## config.mk

```make
export PLATFORM = sky130hd
export DESIGN_NAME = x86_mov_instruction_field_decoder_top
export DESIGN_NICKNAME = d
export VERILOG_FILES = /design/src/hdl/xmov_pkg.sv /design/src/hdl/x86_mov_instruction_field_decoder_top.sv /design/src/hdl/xmov_front.sv /design/src/hdl/xmov_queue.sv /design/src/hdl/xmov_back.sv
export SDC_FILE = /design/constraint.sdc
export NUM_CORES = 1
export LEC_CHECK = 0
export BUFFER_PORTS_ARGS = -buffer_cell sky130_fd_sc_hd__clkbuf_2
export CAP_MARGIN = 20
export CORE_UTILIZATION = 50
export CTS_CLUSTER_SIZE = 10
export DETAILED_ROUTE_END_ITERATION = 7
export PLACE_DENSITY = 0.72
export SYNTH_ARGS = -nofsm -noshare
export SYNTH_HDL_FRONTEND = slang
export SYNTH_SLANG_ARGS = --single-unit
```

## constraint.sdc

```tcl
create_clock -name clk -period 3.4 [get_ports clk]
set_clock_uncertainty 0.05 [all_clocks]
set_input_delay 0.17 -clock clk [delete_from_list [all_inputs] [get_ports clk]]
set_output_delay 0.17 -clock clk [all_outputs]
set_load 0.05 [all_outputs]
```

## src/hdl/xmov_pkg.sv

```systemverilog
// ---------------------------------------------------------------------------
// xmov_pkg
// Shared types and codes of the MOV instruction field decoder.
// ---------------------------------------------------------------------------
package xmov_pkg;

	localparam logic [5:0] OPC_MOV_RM  = 6'd34;
	localparam logic [3:0] OPC_MOV_IMM = 4'd11;
	localparam logic [2:0] RM_DIRECT   = 3'd6;

	localparam logic [1:0] KIND_MOV_RM  = 2'd0;
	localparam logic [1:0] KIND_MOV_IMM = 2'd1;
	localparam logic [1:0] KIND_ERROR   = 2'd2;

	localparam int QDEPTH = 4;
	localparam int QAW    = 2;

	typedef enum logic [2:0] {
		TAG_OPCODE,
		TAG_MODRM,
		TAG_DATA_LO,
		TAG_DATA_HI,
		TAG_ERROR
	} tag_t;

	typedef struct packed {
		logic [7:0] code;
		tag_t       tag;
		logic       last;
	} entry_t;

	typedef struct packed {
		logic [1:0]  instr_kind;
		logic        to_reg;
		logic        word_op;
		logic [1:0]  mode;
		logic [2:0]  reg_index;
		logic [2:0]  rm_index;
		logic        direct_address;
		logic [15:0] displacement;
		logic [15:0] immediate;
		logic [2:0]  length;
	} result_t;

endpackage

```

## src/hdl/x86_mov_instruction_field_decoder_top.sv

```systemverilog
// ---------------------------------------------------------------------------
// x86_mov_instruction_field_decoder_top
// Decodes MOV reg/mem and MOV immediate instructions from a code byte stream.
//
//   channel  direction  tdata                   tuser
//   s_axis   in         code_byte               -
//   m_axis   out        decoded fields, length  instr_kind
//
// One byte is taken per cycle; the front tags each byte by instruction phase
// and a four-entry queue feeds the back. The back raises m_tvalid at the edge
// where the last byte of an instruction leaves the queue, into which that
// byte is written when taken. A stalled output fills the queue, after which
// s_tready drops. Reset is asynchronous and needs no clearing pass. After an
// unknown opcode the block drops all bytes until reset.
// ---------------------------------------------------------------------------
module x86_mov_instruction_field_decoder_top (
	input  logic        clk,
	input  logic        arst_n,
	input  logic        s_tvalid,
	output logic        s_tready,
	input  logic [7:0]  s_tdata,   // [7:0] code_byte
	output logic        m_tvalid,
	input  logic        m_tready,
	output logic [47:0] m_tdata,   // [0] to_reg, [1] word_op, [3:2] mode, [6:4] reg_index,
	                               // [9:7] rm_index, [10] direct_address,
	                               // [26:11] displacement, [42:27] immediate,
	                               // [45:43] length, [47:46] zero
	output logic [1:0]  m_tuser    // [1:0] instr_kind
);
	import xmov_pkg::*;

	logic    push, q_ready, pop, q_valid;
	entry_t  push_entry, pop_entry;
	result_t res;

	xmov_front u_front (
		.clk        (clk),
		.arst_n     (arst_n),
		.in_valid   (s_tvalid),
		.in_ready   (s_tready),
		.in_code    (s_tdata),
		.push       (push),
		.push_entry (push_entry),
		.q_ready    (q_ready)
	);

	xmov_queue u_queue (
		.clk        (clk),
		.arst_n     (arst_n),
		.push       (push),
		.push_entry (push_entry),
		.push_ready (q_ready),
		.pop        (pop),
		.pop_valid  (q_valid),
		.pop_entry  (pop_entry)
	);

	xmov_back u_back (
		.clk        (clk),
		.arst_n     (arst_n),
		.q_valid    (q_valid),
		.q_entry    (pop_entry),
		.pop        (pop),
		.out_valid  (m_tvalid),
		.out_ready  (m_tready),
		.out_result (res)
	);

	assign m_tuser = res.instr_kind;
	assign m_tdata = {2'b00, res.length, res.immediate, res.displacement,
	                  res.direct_address, res.rm_index, res.reg_index, res.mode,
	                  res.word_op, res.to_reg};

endmodule

```

## src/hdl/xmov_front.sv

```systemverilog
// ---------------------------------------------------------------------------
// xmov_front
// Accepts code bytes, tracks the instruction phase and tags each byte.
// ---------------------------------------------------------------------------
module xmov_front (
	input  logic             clk,
	input  logic             arst_n,
	input  logic             in_valid,
	output logic             in_ready,
	input  logic [7:0]       in_code,
	output logic             push,
	output xmov_pkg::entry_t push_entry,
	input  logic             q_ready
);
	import xmov_pkg::*;

	localparam logic [1:0] PH_OPCODE  = 2'd0;
	localparam logic [1:0] PH_MODRM   = 2'd1;
	localparam logic [1:0] PH_DATA_LO = 2'd2;
	localparam logic [1:0] PH_DATA_HI = 2'd3;

	logic [1:0] phase_q, phase_d;
	logic [1:0] left_q, left_d;
	logic       halted_q, halted_d;
	logic [1:0] n_disp;

	assign in_ready = halted_q || q_ready;
	assign push     = in_valid && q_ready && !halted_q;

	always_comb begin
		unique case (in_code[7:6])
			2'd0:    n_disp = (in_code[2:0] == RM_DIRECT) ? 2'd2 : 2'd0;
			2'd1:    n_disp = 2'd1;
			2'd2:    n_disp = 2'd2;
			default: n_disp = 2'd0;
		endcase
	end

	always_comb begin
		phase_d         = phase_q;
		left_d          = left_q;
		halted_d        = halted_q;
		push_entry.code = in_code;
		push_entry.tag  = TAG_OPCODE;
		push_entry.last = 1'b0;
		unique case (phase_q)
			PH_OPCODE: begin
				if (in_code[7:4] == OPC_MOV_IMM) begin
					left_d  = in_code[3] ? 2'd2 : 2'd1;
					phase_d = PH_DATA_LO;
				end else if (in_code[7:2] == OPC_MOV_RM) begin
					left_d  = 2'd0;
					phase_d = PH_MODRM;
				end else begin
					push_entry.tag  = TAG_ERROR;
					push_entry.last = 1'b1;
					halted_d        = 1'b1;
					left_d          = 2'd0;
				end
			end
			PH_MODRM: begin
				push_entry.tag = TAG_MODRM;
				if (n_disp == 2'd0) begin
					push_entry.last = 1'b1;
					phase_d         = PH_OPCODE;
				end else begin
					left_d  = n_disp;
					phase_d = PH_DATA_LO;
				end
			end
			PH_DATA_LO: begin
				push_entry.tag = TAG_DATA_LO;
				if (left_q == 2'd2) begin
					phase_d = PH_DATA_HI;
				end else begin
					push_entry.last = 1'b1;
					phase_d         = PH_OPCODE;
					left_d          = 2'd0;
				end
			end
			default: begin
				push_entry.tag  = TAG_DATA_HI;
				push_entry.last = 1'b1;
				phase_d         = PH_OPCODE;
				left_d          = 2'd0;
			end
		endcase
	end

	always_ff @(posedge clk or negedge arst_n) begin
		if (!arst_n) begin
			phase_q  <= PH_OPCODE;
			left_q   <= 2'd0;
			halted_q <= 1'b0;
		end else if (push) begin
			phase_q  <= phase_d;
			left_q   <= left_d;
			halted_q <= halted_d;
		end
	end

endmodule

```

## src/hdl/xmov_queue.sv

```systemverilog
// ---------------------------------------------------------------------------
// xmov_queue
// Short FIFO of tagged bytes between the front and the back.
// ---------------------------------------------------------------------------
module xmov_queue (
	input  logic             clk,
	input  logic             arst_n,
	input  logic             push,
	input  xmov_pkg::entry_t push_entry,
	output logic             push_ready,
	input  logic             pop,
	output logic             pop_valid,
	output xmov_pkg::entry_t pop_entry
);
	import xmov_pkg::*;

	entry_t         slot_q [QDEPTH];
	logic [QAW-1:0] wr_ptr_q, rd_ptr_q;
	logic [QAW:0]   count_q;
	logic           do_push, do_pop;

	assign push_ready = (count_q != QDEPTH[QAW:0]);
	assign pop_valid  = (count_q != '0);
	assign pop_entry  = slot_q[rd_ptr_q];
	assign do_push    = push && push_ready;
	assign do_pop     = pop && pop_valid;

	always_ff @(posedge clk) begin
		if (do_push) begin
			slot_q[wr_ptr_q] <= push_entry;
		end
	end

	always_ff @(posedge clk or negedge arst_n) begin
		if (!arst_n) begin
			wr_ptr_q <= '0;
			rd_ptr_q <= '0;
			count_q  <= '0;
		end else begin
			if (do_push) begin
				wr_ptr_q <= wr_ptr_q + 1'b1;
			end
			if (do_pop) begin
				rd_ptr_q <= rd_ptr_q + 1'b1;
			end
			if (do_push && !do_pop) begin
				count_q <= count_q + 1'b1;
			end else if (do_pop && !do_push) begin
				count_q <= count_q - 1'b1;
			end
		end
	end

endmodule

```

## src/hdl/xmov_back.sv

```systemverilog
// ---------------------------------------------------------------------------
// xmov_back
// Assembles tagged bytes into decoded results and holds the output beat.
// ---------------------------------------------------------------------------
module xmov_back (
	input  logic              clk,
	input  logic              arst_n,
	input  logic              q_valid,
	input  xmov_pkg::entry_t  q_entry,
	output logic              pop,
	output logic              out_valid,
	input  logic              out_ready,
	output xmov_pkg::result_t out_result
);
	import xmov_pkg::*;

	logic [7:0]  first_q, modrm_q, low_q;
	logic [2:0]  count_q, count_d;
	logic        valid_q;
	result_t     res_q, res_d;
	logic [7:0]  modrm;
	logic [15:0] value;

	assign pop        = q_valid && (!valid_q || out_ready);
	assign out_valid  = valid_q;
	assign out_result = res_q;

	always_comb begin
		modrm   = (q_entry.tag == TAG_MODRM) ? q_entry.code : modrm_q;
		count_d = count_q + 3'd1;
		value   = 16'd0;
		unique case (q_entry.tag)
			TAG_MODRM:   count_d = 3'd2;
			TAG_DATA_LO: value   = {{8{q_entry.code[7]}}, q_entry.code};
			TAG_DATA_HI: value   = {q_entry.code, low_q};
			default:     count_d = 3'd1;
		endcase

		res_d = '0;
		if (q_entry.tag == TAG_ERROR) begin
			res_d.instr_kind = KIND_ERROR;
			res_d.length     = 3'd1;
		end else if (first_q[7:4] == OPC_MOV_IMM) begin
			res_d.instr_kind = KIND_MOV_IMM;
			res_d.to_reg     = 1'b1;
			res_d.word_op    = first_q[3];
			res_d.reg_index  = first_q[2:0];
			res_d.immediate  = value;
			res_d.length     = count_d;
		end else begin
			res_d.instr_kind     = KIND_MOV_RM;
			res_d.to_reg         = first_q[1];
			res_d.word_op        = first_q[0];
			res_d.mode           = modrm[7:6];
			res_d.reg_index      = modrm[5:3];
			res_d.rm_index       = modrm[2:0];
			res_d.direct_address = (modrm[7:6] == 2'd0) && (modrm[2:0] == RM_DIRECT);
			res_d.displacement   = value;
			res_d.length         = count_d;
		end
	end

	always_ff @(posedge clk) begin
		if (pop && q_entry.last) begin
			res_q <= res_d;
		end
	end

	always_ff @(posedge clk or negedge arst_n) begin
		if (!arst_n) begin
			valid_q <= 1'b0;
			first_q <= 8'd0;
			modrm_q <= 8'd0;
			low_q   <= 8'd0;
			count_q <= 3'd0;
		end else begin
			if (pop && q_entry.last) begin
				valid_q <= 1'b1;
			end else if (out_ready) begin
				valid_q <= 1'b0;
			end
			if (pop) begin
				count_q <= count_d;
				case (q_entry.tag)
					TAG_OPCODE: begin
						first_q <= q_entry.code;
						modrm_q <= 8'd0;
						low_q   <= 8'd0;
					end
					TAG_MODRM: begin
						modrm_q <= q_entry.code;
					end
					TAG_DATA_LO: begin
						low_q <= q_entry.code;
					end
					default: begin
					end
				endcase
			end
		end
	end

endmodule

```

Word-level counts from Yosys, hierarchy flattened. Memories as Yosys holds them, arrays and structs flattened. Cells that the tools add are included.

Flip-flop bits (word level): 88. Bits in writable memories: 48. Bits of input ports: 12. Output and inout port bits: 52. Word-level logic and storage cells: 112. Memories kept: 1.

Add/subtract/negate cells: 5. Equality and inequality tests: 18. Multiplexer cells: 30. Bitwise operators: 3. Reduce and logical (&&, ||, !) cells: 34.

Memory list: u_queue.slot_q (depth 4, bits a word 12, read ports 1, clocked after Yosys merged registers in 0, write ports 1, line xmov_queue.sv:17) `entry_t slot_q [QDEPTH];`.

Operators by type and width (number): $pmux 16 s2 (1); $pmux 8 s2 (2); $mux 2 (9); $pmux 2 s3 (3); $mux 3 (4); $pmux 4 s3 (1); $eq 3x3->1 const B (3); $logic_and 1x1->1 (9); $eq 4x4->1 const B (2); $logic_not 2->1 (4); $mux 4 (2); $mux 8 (1); $reduce_and 2->1 (4); $reduce_bool 2->1 (4); $add 3x1->3 const B (2); $eq 2x2->1 const B (3); $eq 3x2->1 const B (2); $eq 6x6->1 const B (1); $mux 1 (6); $pmux 3 s2 (1); $reduce_or 2->1 (3); $add 2x1->2 const B (2); $eq 2x1->1 const B (2); $logic_not 1->1 (4); other kinds (11) (15).

Longest topological paths before layout. Gate-level depths: netlist of run 1.

Word-level depth: 8. Mapped depth: 10. Mapped depth without buffers: 10.

Hierarchy. From an unflattened synthesis of run 1, not the netlist that was laid out.

Cell total of the unflattened synthesis: 414. Area total of the unflattened synthesis: 6019.5 µm².

Modules (own cells, without submodules): xmov_back (instances 1, cells an instance 257, area each 3344.5 µm², sequential area each 2142.1 µm²); xmov_queue (instances 1, cells an instance 98, area each 2174.6 µm², sequential area each 1616.6 µm²); xmov_front (instances 1, cells an instance 56, area each 481.7 µm², sequential area each 125.1 µm²); x86_mov_instruction_field_decoder_top (instances 1, cells an instance 3, area each 18.8 µm², sequential area each 0.0 µm²).

Worst setup path before layout of run 1. OpenSTA, ideal clock, no wires.

Path type: flip-flop to flip-flop. Start: register u_queue.rd_ptr_q[1]. End: register u_back.res_q, in the netlist u_back.out_result[0], enable pin. Library setup time: 0.461 ns. Data arrival time: 3.185 ns. Slack: -0.296 ns. Cell stages (with the launch flop): 4. Path buffers: 1. Clock period less this slack: 3.696 ns. Cell sequence: dfrtp_1 > buf_1 > mux4_2 > nor2b_1.

Cells in the longest elaborated chain, start to end: 2.

RTL lines: start: declaration (line xmov_queue.sv:18) `logic [QAW-1:0] wr_ptr_q, rd_ptr_q;`; start signal: assignment (line xmov_queue.sv:44) `rd_ptr_q <= rd_ptr_q + 1'b1;`; $mem_v2 4x12; $logic_and 1x1->1 (line xmov_back.sv:64) `if (pop && q_entry.last) begin`; end signal: assignment (line xmov_back.sv:65) `res_q <= res_d;`; end: declaration (line xmov_back.sv:20) `result_t res_q, res_d;`.

Every way passes these cells. A chain may end at the register's enable or synchronous reset.

Worst setup path in the final report of run 1.
Start: register u_queue.rd_ptr_q[0]. End: register u_back.res_q, in the netlist u_back.out_result[27], data pin.

Cells in the longest elaborated chain, start to end: 3. Elaborated cells between the ends (all ways): 6. Those cells by class: eq/ne: 3; mux: 1; reduce/logical: 1; memory: 1.

RTL lines (line): $mem_v2 4x12 *; $eq 3x2->1 or $eq 3x3->1 (tied branches) (xmov_back.sv:32, xmov_back.sv:40); $pmux 16 s2 or $reduce_or 2->1 (tied branches).

Mark *: on every way between the ends. The rest lies on a longest branch, timed or not.

==> metrics.md, run 1 <==
| Metric | Value |
|---|---|
| Result of the run | `completed` |
| Post-Syn Area | `approximately 0.0058 mm^2` |
| Sequential share of the synthesized area | `0.6708` |
| Quantity of gates resized following cts | `0` |
| Instance count of the mapped netlist | `414` |
| Final nets | `between 500 and 600` |
| First-pass GRT wire length | `around 17000 um` |
| P_leak | `2.769 nW` |
| Share of the clock period used by the worst path after layout | `0.8793` |
| Gr busiest metal | `met2` |
| Wire length reported by the detailed router | `between 10000 and 15000 um` |
| Average cell area after synthesis | `13.98 um^2` |
| Int Power | `roughly 4.4 mW` |
| CTS Sinks | `136` |
| Sum of overflow across all layers after global routing | `0` |
| Unrepaired setup endpoints after global routing | `false` |
| Floorplan Core Area | `around 0.011 mm^2` |
| Type of element launching the critical path | `register` |
| Logic gate share of total power | `0.382` |
| IR Drop Worst-Case VDD | `approximately 0.0009 V` |
| Clock transition at the registers of the reported paths | `approximately 0.06 ns` |
| Data arrival time of the worst path | `approximately 3.2 ns` |
| Yosys synthesis warning count | `0` |
| Utilization after layout | `0.6266` |
| Critical Setup Path Class | `register to register` |
| PnR worst setup slack | `about 0.41 ns` |
| Kind of cell adding the most delay to the critical path | `simple AND/OR/NAND/NOR gates` |
| Met1 track demand over resource in global routing | `0.2524` |
| Y dimension of the die | `109.6 um` |
| Latest clock arrival within the worst-skew pair | `between 0.4 and 0.5 ns` |
| Initial detailed-routing violation count | `257` |
| CP max stage cell | `mux4_2` |
| DR vias | `~3500` |
| Most repeated cell in the gate-level netlist after synthesis | `edfxtp_1` |
| Number of max-capacitance violations reported | `0` |
| Placer congestion estimate | `0.8055` |
| Critical R2R Launch | `u_queue.rd_ptr_q[0]` |
| CP Max Fanout | `14` |
| Share of power burned in the clock network | `0.267` |
| Type of the worst min-delay path | `primary input to register` |
| Share of flip-flops with an asynchronous set or reset | `0.2941` |
| Worst Setup End Kind | `register` |
| Global Route met2 Usage | `0.3167` |
| Switching share of power | `0.3988` |
| Slew at the pin closest to its max-slew limit | `just over 0.8 ns` |
| Launch point of the worst hold path | `s_tdata[7]` |
| Bufs and invs on worst path | `0` |
| Worst setup path startpoint | `u_queue.rd_ptr_q[0]` |
| CP Data Required Time | `around 3.6 ns` |
| Max stage delay on crit path | `a little under 0.8 ns` |
| Sum of negative setup slack | `0 ns` |
| Number of nets with antenna violations after detailed routing | `0` |
| Minimum period implied by the final worst setup slack | `2.990 ns` |
| Total number of placement rows | `38` |
| Fraction of layout instances using a drive strength above 1 | `0.2754` |
| Ant diodes | `0` |
| Starting density of the core | `0.5226` |
| Library cell used as clock root buffer | `clkbuf_16` |
| Final setup viols | `0` |
| First-pass iteration count of the detailed router | `4` |
| I/O Buffers | `61` |
| Headroom to the max-slew limit | `0.4613` |
| Most used flip-flop cell after synthesis | `edfxtp_1` |
| Die footprint | `~0.012 mm^2` |
| Total Power Consumption | `~7.4 mW` |
| Achievable frequency | `between 300 and 400 MHz` |
| Met3 routing resource usage after global routing | `0.04090` |
| Tot GR Track Use | `0.1943` |
| Power per cell area | `approximately 1100 mW/mm^2` |
| Worst setup timing slack at the placement stage | `0.4261 ns` |
| H-tree lvl count | `4` |
| Number of pins exceeding their max-slew limit in the final report | `0` |
| Top cell type by total area after synthesis | `edfxtp_1` |
| FF+latch count, synth | `roughly 140` |
| Number of synthesized flops with an enable pin | `96` |
| Switching pwr | `between 2 and 3 mW` |
| Post-detailed-placement half-perimeter wirelength | `~7000 um` |
| Area overhead of the layout relative to synthesis | `19.90%` |
| Number of top-level pins | `64` |
| Hold violation total from the final report | `0` |
| Average vias per placed instance | `about 5.4` |
| Maximum number of pins on one net before global-route repair | `41` |
| Clock buffers created by TritonCTS | `17` |
| Series of cell instances along the critical path | `mux4_2 -> nor2b_1 -> and2_1 -> a21oi_1 -> nor2_1` |
| Cell types occupying the most area after synthesis | `edfxtp_1, dfrtp_1, mux4_2, mux2_2, nor2_1` |
| Initial antenna violation count | `0` |
| Die outline width | `roughly 110 um` |
| Routed WL per cell | `approximately 17 um` |
| Area share of the largest cell type after synthesis | `0.4979` |
| Max clock buf depth | `2` |
| Commonest cells in the synthesized netlist | `edfxtp_1, nor2_1, dfrtp_1, nand2_1, inv_1` |
| Relative contribution of sequential cells to total power | `0.351` |
| DRC violations left | `0` |
| Number of global-route vias before repair | `between 3000 and 4000` |
| Unique masters post-synth | `52` |
| TritonCTS clock tree | `built` |
[metal layers]
layer	vias up	share of wire
met5	-	0
met4	0	0.010
met3	8	0.043
met2	98	0.51
met1	1708	0.44
li1	1642	-
[kinds of logic after synthesis]
group | Yosys count | synth area share
other | 1 | 0.0006477
AND/OR/NAND/NOR | 135 | 0.1193
buffers and inverters | 42 | 0.03566
XOR/XNOR | 7 | 0.01059
multiplexers | 40 | 0.09920
flip-flops | 136 | 0.6708
adder cells (fa/ha/maj) | 7 | 0.01643
AO/OA/AOI/OAI | 46 | 0.04733
[placed cells by master (no fill, tap or decap), types with 3 or more instances in the layout]
| cell | Yosys | final |
|---|---|---|
| edfxtp_1 | 96 | 96 |
| clkbuf_2 | 0 | 61 |
| nor2_1 | 44 | 44 |
| dfrtp_1 | 40 | 40 |
| nand2_1 | 36 | 36 |
| inv_1 | 19 | 19 |
| mux2_2 | 18 | 18 |
| o21ai_0 | 17 | 17 |
| clkbuf_16 | 0 | 17 |
| a21oi_1 | 15 | 15 |
| nand3_1 | 14 | 14 |
| mux4_2 | 12 | 12 |
| dlygate4sd3_1 | 0 | 10 |
| mux2i_1 | 9 | 9 |
| and2_1 | 7 | 7 |
| ha_1 | 6 | 6 |
| clkinv_2 | 0 | 5 |
| bufinv_16 | 0 | 5 |
| nand3b_1 | 4 | 4 |
| nor3_1 | 4 | 4 |
| nor2b_1 | 5 | 4 |
| xnor2_1 | 4 | 4 |
| a21o_1 | 3 | 3 |
| xor2_1 | 3 | 3 |
| o2bb2ai_1 | 3 | 3 |
[through the flow]
step	instances	area, um^2	hold slack (ns)
after global placement	598	6188	0.3391
after detailed placement	598	6188	0.3538
after floorplan	415	5796	-0.1756
after CTS	640	6922	0.02877
final	641	6942	0.03722
after global routing	641	6942	0.04199
[final timing paths]
path | end | slack [ns] | cells after the start
setup / recovery | u_back.out_result[27] | 0.41 | 5
hold / removal | u_queue.slot_q[2][11] | 0.04 | 1
setup reg to reg | u_back.out_result[27] | 0.41 | 5
hold reg to reg | u_front.halted_q | 0.43 | 1
max in group asynchronous | u_back.first_q[1] | 2.71 | 3
min in group asynchronous | u_queue.count_q[0] | 0.13 | 2
[registers in the layout, summed over array words and instances (netlist names), 3 cells and up]
register and flops:
u_back.modrm_q 8, u_back.first_q 8, u_back.count_q 3, u_queue.slot_q 48, u_back.out_result 48, u_queue.count_q 3, u_back.low_q 8
[repair_timing]
action                                 CTS  global route
hold buffers                            10             0
endpoints found under the hold margin   70             0
setup buffers                            0             0
[power by group through the flow]
| stage | Combinational [mW] | Clock, mW | Sequential [mW] |
|---|---|---|---|
| finish | 2.82 | 1.97 | 2.59 |
| global route | 3.01 | 2.07 | 2.65 |
| CTS | 2.84 | 1.98 | 2.60 |
| detailed placement | 2.80 | 0 | 2.63 |
| global placement | 2.75 | 0 | 2.61 |
| floorplan | 1.31 | 0 | 3.53 |
[final cells by class]
cell class / count / area, um^2
multi-input combinational: 237 / 1710
sequential: 136 / 3884
clock buffer: 18 / 429.2
timing repair buffer: 75 / 460.4
tap: 140 / 175.2
inverter: 21 / 78.83
fill: 838 / 4136
clock inverter: 14 / 203.9
(Power assumes the default switching activity.)
==> run 2, diff against run 1 <==
- HOLD_SLACK_MARGIN: default -> 0.06
- SYNTH_HIERARCHICAL: default -> 1
==> run 2 against run 1 <==
The run now ends with design-rule violations left; register-to-register slack improved by 0.46 ns; final cell count decreased by 1.1%; core utilization decreased by 1.4 points; area after synthesis increased by 4.0%; global-route usage decreased by 1.2 points; design area increased by 2.1%; wire length decreased by 2.1%; critical path depth decreased by 1; clock power about the same.
==> metrics.md, run 2 <==
| Metric | Value |
|---|---|
| CP Max Fanout | `14 (unchanged)` |
| Initial detailed-routing violation count | `152 (-41%)` |
| Met1 track demand over resource in global routing | `0.2263 (-0.02614)` |
| Floorplan Core Area | `0.01156 mm^2 (+4.4%)` |
| Gr busiest metal | `met2` |
| Critical Setup Path Class | `register to register` |
| First-pass iteration count of the detailed router | `7 (+3)` |
| Number of global-route vias before repair | `3363 (+1.5%)` |
| IR Drop Worst-Case VDD | `0.0003977 V (-55%)` |
| Cell types occupying the most area after synthesis | `edfxtp_1, dfrtp_1, mux2i_1, mux2_2, mux4_2` |
| Most repeated cell in the gate-level netlist after synthesis | `edfxtp_1` |
| Post-Syn Area | `0.006020 mm^2 (+4.0%)` |
| Type of element launching the critical path | `register` |
| Wire length reported by the detailed router | `10450 um (-2.1%)` |
| H-tree lvl count | `4 (unchanged)` |
| Number of nets with antenna violations after detailed routing | `0 (unchanged)` |
| Filler instances | `867 (+3.5%)` |
| First-pass GRT wire length | `17150 um (+0.94%)` |
| Number of pins exceeding their max-slew limit in the final report | `0 (unchanged)` |
| Final nets | `497 (-2.0%)` |
| Number of synthesized flops with an enable pin | `96 (unchanged)` |
| Average vias per placed instance | `5.399 (+0.14%)` |
| Worst Setup End Kind | `register` |
| Fraction of layout instances using a drive strength above 1 | `0.2831 (+0.007647)` |
| Maximum number of pins on one net before global-route repair | `49 (+20%)` |
| Placer congestion estimate | `0.7907 (-1.8%)` |
| DR vias | `3423 (-0.95%)` |
| Most frequent cells in the layout | `edfxtp_1, clkbuf_2, dfrtp_1` |
| Ant diodes | `0 (unchanged)` |
| Type of the worst min-delay path | `primary input to async pin` |
| Instance count of the mapped netlist | `414 (unchanged)` |
| Area overhead of the layout relative to synthesis | `17.75%` |
| Total number of placement rows | `39 (+2.6%)` |
| Sum of negative setup slack | `0 ns (unchanged)` |
| Final setup viols | `0 (unchanged)` |
| Unique masters post-synth | `57 (+9.6%)` |
| DRC violations left | `7 (+7)` |
| Latest clock arrival within the worst-skew pair | `0.42 ns (about the same)` |
| Global Route met2 Usage | `0.3019 (-0.01485)` |
| Tot GR Track Use | `0.1824 (-0.01188)` |
| Clock buffers created by TritonCTS | `17 (unchanged)` |
| Final worst hold slack | `0.1672 ns (+0.1299 ns)` |
| Average cell area after synthesis | `14.54 um^2 (+4.0%)` |
| Library cell used as clock root buffer | `clkbuf_16` |
| Starting density of the core | `0.5205 (-0.002087)` |
| I/O Buffers | `61 (unchanged)` |
| Area share of the largest cell type after synthesis | `0.4789 (-0.01904)` |
| Max clock buf depth | `2 (unchanged)` |
| Headroom to the max-slew limit | `0.2967 (-0.1646)` |
| Unrepaired setup endpoints after global routing | `false` |
| Achievable frequency | `394.7 MHz (+18%)` |
| Routed WL per cell | `16.48 um (-1.0%)` |
| FF+latch count, synth | `136 (unchanged)` |
| Yosys synthesis warning count | `6 (+6)` |
| CTS Sinks | `136 (unchanged)` |
| Count of buffers added by post-CTS timing repair for setup | `0 (unchanged)` |
| Quantity of gates resized following cts | `0 (unchanged)` |
| Commonest cells in the synthesized netlist | `edfxtp_1, dfrtp_1, nor2_1, nand2_1, mux2i_1` |
| Sequential share of the synthesized area | `0.6452 (-0.02566)` |
| Die footprint | `0.01248 mm^2 (+3.9%)` |
| Number of top-level pins | `64 (unchanged)` |
| Met3 routing resource usage after global routing | `0.05335 (+0.01245)` |
| Most frequent standard cell in the layout excluding fill and tap cells | `edfxtp_1` |
| P_leak | `2.840 nW (+2.6%)` |
| Die outline width | `111.7 um (+1.9%)` |
| Y dimension of the die | `111.7 um (+1.9%)` |
| Most used flip-flop cell after synthesis | `edfxtp_1` |
| Data arrival time of the worst path | `2.64 ns (-0.54 ns)` |
| Slew at the pin closest to its max-slew limit | `1.055 ns (+0.2489 ns)` |
| Share of the clock period used by the worst path after layout | `0.7452 (-0.1342)` |
| Top cell type by total area after synthesis | `edfxtp_1` |
| Minimum period implied by the final worst setup slack | `2.534 ns (-0.4562 ns)` |
| Cts-stage hold buffer count | `10 (unchanged)` |
| Number of max-capacitance violations reported | `0 (unchanged)` |
| TritonCTS clock tree | `built` |
| Post-detailed-placement half-perimeter wirelength | `7040 um (+2.3%)` |
| Power per cell area | `1050 mW/mm^2 (-1.2%)` |
| Sum of overflow across all layers after global routing | `0 (unchanged)` |
| Clock transition at the registers of the reported paths | `0.06 ns (about the same)` |
| Initial antenna violation count | `0 (unchanged)` |
| Share of flip-flops with an asynchronous set or reset | `0.2941 (unchanged)` |
| CP Data Required Time | `3.51 ns (-0.08 ns)` |
| Hold violation total from the final report | `0 (unchanged)` |
| Result of the run | `complete, but fails checks` |
| Violated checks | `design-rule violations` |
==> run 2: changes by cell type after synthesis, moves of 4 or more <==
cell,delta
nor2_1,-8
mux4_1,+4
a211oi_1,+19
nand2b_1,+4
nand3_1,-12
mux4_2,-4
o21ai_0,-16
nor2b_1,-4
a21oi_1,-11
mux2i_1,+16
buf_4,+10
==> run 2: stage by stage <==
stage	area, um^2	cells	setup slack, ns	power [mW]	util
floorplan	6023	415	0.8518	4.995	-
global placement	6317	590	0.9169	5.453	0.5463
detailed placement	6317	590	0.8260	5.523	0.5463
CTS	7053	632	0.8216	7.489	0.6099
global route	7088	634	0.6672	7.812	0.6129
finish	7088	634	0.8665	7.446	0.6129
==> run 2: metal layers <==
metal	wire, um	share of wire	up-vias
li1	-	-	1618
met3	482	0.046	11
met4	160	0.015	0
met1	4563	0.44	1715
met2	5244	0.50	79
met5	0	0	-
==> run 2: critical path, stage by stage, from the launching register on <==
cell and delay, ns:
dfrtp_1 0.53, mux4_1 0.84, nor3b_2 0.51, nand2b_1 0.28, nor2_1 0.08
==> run 2: cells by family (layout without fill, tap and decap cells) <==
family | count (synthesis) | count (layout) | share of synthesized area
flops | 136 | 136 | 0.6452
simple gates | 114 | 114 | 0.1039
mux | 58 | 58 | 0.1282
buf+inv | 55 | 131 | 0.05051
compound gates | 36 | 36 | 0.04552
fa+ha+maj | 7 | 7 | 0.01580
xor+xnor | 7 | 7 | 0.01019
other cells | 1 | 2 | 0.0006230
==> run 2: area by class of cell <==
| type | count | area, um^2 | area share |
|---|---|---|---|
| Multi-Input combinational cell | 224 | 1837 | 0.2591 |
| Tap cell | 143 | 178.9 | 0.02524 |
| Timing Repair Buffer | 77 | 470.5 | 0.06637 |
| Sequential cell | 136 | 3884 | 0.5479 |
| Clock buffer | 19 | 432.9 | 0.06108 |
| Inverter | 22 | 82.58 | 0.01165 |
| Clock inverter | 13 | 202.7 | 0.02860 |
==> run 2: path summary, 6_finish.rpt <==
check                                          from  cells past startpoint  slack (ns)                     to
max in group asynchronous                    arst_n                      3        2.63    u_queue/rd_ptr_q[0]
worst min register to register     u_front/halted_q                      1        0.43       u_front/halted_q
worst max-delay path            u_queue/rd_ptr_q[0]                      4        0.87  u_back/out_result[43]
worst max register to register  u_queue/rd_ptr_q[0]                      4        0.87  u_back/out_result[43]
min in group clk                           m_tready                      3        0.22       u_back/out_valid
worst min-delay path                         arst_n                      2        0.17      u_back/count_q[2]
==> run 2: report_power, final <==
| group | total, mW | internal (mW) | switching (mW) |
|---|---|---|---|
| Combinational | 2.87 | 0.863 | 2.01 |
| Sequential | 2.63 | 2.40 | 0.232 |
| Clock | 1.94 | 1.29 | 0.649 |
| Total | 7.45 | 4.56 | 2.89 |
==> run 3, diff against run 2 <==
- clock period: 3.4 -> 2.1 ns (I/O delays scaled with it)
==> run 3 against run 2 <==
Fmax rose by 20%; highest routed layer unchanged; the flow finishes with violations (design-rule violations, negative setup slack); design area rose by 7.8%; non-clock buffer count rose by 49; power rose by 76%; largest cell class unchanged; global-route usage rose by 2.4 points; clock power rose by 63%; sequential share of layout area fell by 4.0 points; sequential power rose by 62%; core utilization rose by 4.8 points.
==> metrics.md, run 3 (synthesized netlist as in run 2, its figures left out) <==
| Metric | Value |
|---|---|
| Post-detailed-placement half-perimeter wirelength | `8003 um (+14%)` |
| Area overhead of the layout relative to synthesis | `26.96%` |
| Routed WL per cell | `17.37 um (+5.4%)` |
| DRC violations left | `6 (-1)` |
| Minimum period implied by the final worst setup slack | `2.115 ns (-0.4184 ns)` |
| Floorplan Core Area | `0.01156 mm^2 (unchanged)` |
| PnR worst setup slack | `-0.01509 ns (-0.8816 ns)` |
| Area of combinational cells with multiple inputs | `0.001971 mm^2 (+7.3%)` |
| Initial detailed-routing violation count | `246 (+62%)` |
| Number of pins exceeding their max-slew limit in the final report | `0 (unchanged)` |
| Result of the run | `complete, but fails checks` |
| P_leak | `3.107 nW (+9.4%)` |
| Data arrival time of the worst path | `2.22 ns (-0.42 ns)` |
| Type of the worst min-delay path | `primary input to register` |
| Worst setup timing slack at the placement stage | `-0.07583 ns (-0.9018 ns)` |
| Latest clock arrival within the worst-skew pair | `0.42 ns (about the same)` |
| Most frequent cells in the layout | `edfxtp_1, clkbuf_2, buf_4` |
| Share of the clock period used by the worst path after layout | `1.007 (+0.2620)` |
| CTS Sinks | `136 (unchanged)` |
| Bufs and invs on worst path | `2 (+2)` |
| Initial antenna violation count | `0 (unchanged)` |
| Number of global-route vias before repair | `3791 (+13%)` |
| Most frequent standard cell in the layout excluding fill and tap cells | `edfxtp_1` |
| TritonCTS clock tree | `built` |
| Final setup viols | `2 (+2)` |
| CP Max Fanout | `5 (-9)` |
| Y dimension of the die | `111.7 um (unchanged)` |
| Achievable frequency | `472.8 MHz (+20%)` |
| Clock buffers created by TritonCTS | `17 (unchanged)` |
| First-pass iteration count of the detailed router | `7 (unchanged)` |
| Worst Setup End Kind | `register` |
| Cell repeated most along the worst path | `buf_6` |
| Headroom to the max-slew limit | `0.5849 (+0.2882)` |
| Die footprint | `0.01248 mm^2 (unchanged)` |
| Total number of placement rows | `39 (unchanged)` |
| Area occupied by registers | `0.003885 mm^2 (about the same)` |
| Die outline width | `111.7 um (unchanged)` |
| Number of top-level pins | `64 (unchanged)` |
| DR vias | `3672 (+7.3%)` |
| Number of max-capacitance violations reported | `0 (unchanged)` |
| Series of cell instances along the critical path | `buf_6 -> mux4_2 -> nor3b_4 -> buf_6 -> mux2i_2 -> nor2_1` |
| Fraction of layout instances using a drive strength above 1 | `0.3993 (+0.1162)` |
| Non-filler cells, final | `684 (+7.9%)` |
| Power per cell area | `1711 mW/mm^2 (+63%)` |
| H-tree lvl count | `4 (unchanged)` |
| Hold violation total from the final report | `0 (unchanged)` |
| Launch point of the worst hold path | `m_tready` |
| Post-Place Cells | `633 (+7.3%)` |
| Sum of overflow across all layers after global routing | `0 (unchanged)` |
| First-pass GRT wire length | `19540 um (+14%)` |
| IR Drop Worst-Case VDD | `0.0007364 V (+85%)` |
| Final nets | `547 (+10%)` |
| CP max stage cell | `mux4_2` |
| Max stage delay on crit path | `0.55 ns (-0.29 ns)` |
| Placer congestion estimate | `0.8280 (+4.7%)` |
| Maximum number of pins on one net before global-route repair | `49 (unchanged)` |
| Kind of cell adding the most delay to the critical path | `multiplexers` |
| Filler instances | `778 (-10%)` |
| Tot GR Track Use | `0.2069 (+0.02450)` |
| Type of element launching the critical path | `register` |
| Unrepaired setup endpoints after global routing | `true` |
| Non-Filler Cell Area, Final | `0.007642 mm^2 (+7.8%)` |
| I/O Buffers | `61 (unchanged)` |
| Utilization after layout | `0.6608 (+0.04793)` |
| Max clock buf depth | `2 (unchanged)` |
| Clock transition at the registers of the reported paths | `0.06 ns (about the same)` |
| Critical Setup Path Class | `register to register` |
| Slew at the pin closest to its max-slew limit | `0.6189 ns (-0.4361 ns)` |
| Number of nets with antenna violations after detailed routing | `0 (unchanged)` |
| Wire length reported by the detailed router | `11880 um (+14%)` |
| Area after detailed placement | `0.006724 mm^2 (+6.4%)` |
| Library cell used as clock root buffer | `clkbuf_16` |
| Ant diodes | `0 (unchanged)` |
| Worst setup path startpoint | `u_queue/rd_ptr_q[0]` |
| Violated checks | `design-rule violations, negative setup slack` |
| Critical R2R Launch | `u_queue/rd_ptr_q[0]` |
| CP Data Required Time | `2.20 ns (-1.31 ns)` |
| Starting density of the core | `0.5205 (unchanged)` |
| Average vias per placed instance | `5.368 (-0.57%)` |
## run 3: per-stage QoR
step | total power [mW] | hold slack, ns | setup TNS (ns)
2_1_floorplan | 8.133 | -0.2406 | -0.5283
3_3_place_gp | 9.398 | 0.1672 | -0.008848
3_5_place_dp | 9.572 | 0.1754 | -0.9496
4_1_cts | 12.92 | 0.1050 | -0.04717
5_1_grt | 13.71 | 0.1655 | -1.342
6_report | 13.08 | 0.1481 | -0.02342
## run 3: worst paths after layout
| path | slack [ns] | depth (start not counted) | end |
|---|---|---|---|
| max | -0.02 | 6 | u_back/out_result[38] |
| min | 0.15 | 4 | u_back/out_valid |
| max reg2reg | -0.02 | 6 | u_back/out_result[38] |
| min reg2reg | 0.44 | 1 | u_front/halted_q |
| max in group asynchronous | 1.35 | 3 | u_queue/rd_ptr_q[0] |
| min in group asynchronous | 0.24 | 3 | u_back/low_q[4] |
## run 3: where the power goes
| part | switching, mW | leakage [nW] | internal (mW) | total [mW] |
|---|---|---|---|---|
| Combinational | 3.59 | 1.40 | 2.05 | 5.65 |
| Clock | 1.16 | 0.305 | 2.01 | 3.17 |
| Sequential | 0.382 | 1.40 | 3.87 | 4.26 |
## run 3: layout make-up
type	count	area share
timing repair buffer	126	0.1162
multi-input combinational	225	0.2579
sequential	136	0.5084
inverter	22	0.01081
clock buffer	17	0.05566
clock inverter	15	0.02767
tap	143	0.02341
## run 3: what timing repair did
item | in CTS | in global routing
pin swaps | 4 | 5
gates cloned | 1 | 1
gates resized for setup | 11 | 21
hold endpoints to repair | 73 | 0
buffers inserted | 2 | 5
setup endpoints to repair | 29 | 58
hold buffers | 10 | 0
## run 3: worst min-delay path, stage by stage
cell	delay (ns)
clkbuf_2	0.07
nand2b_1	0.13
buf_4	0.20
nand2_1	0.06
## run 3: metal layers
layer  wire, um  share of wire  track usage  up-vias
li1           -              -            -     1727
met1       4991           0.42       0.2495     1862
met2       6353           0.53       0.3631       71
met3        408          0.034      0.04300       12
met4        129          0.011      0.08288        0
met5          0              0            0        -
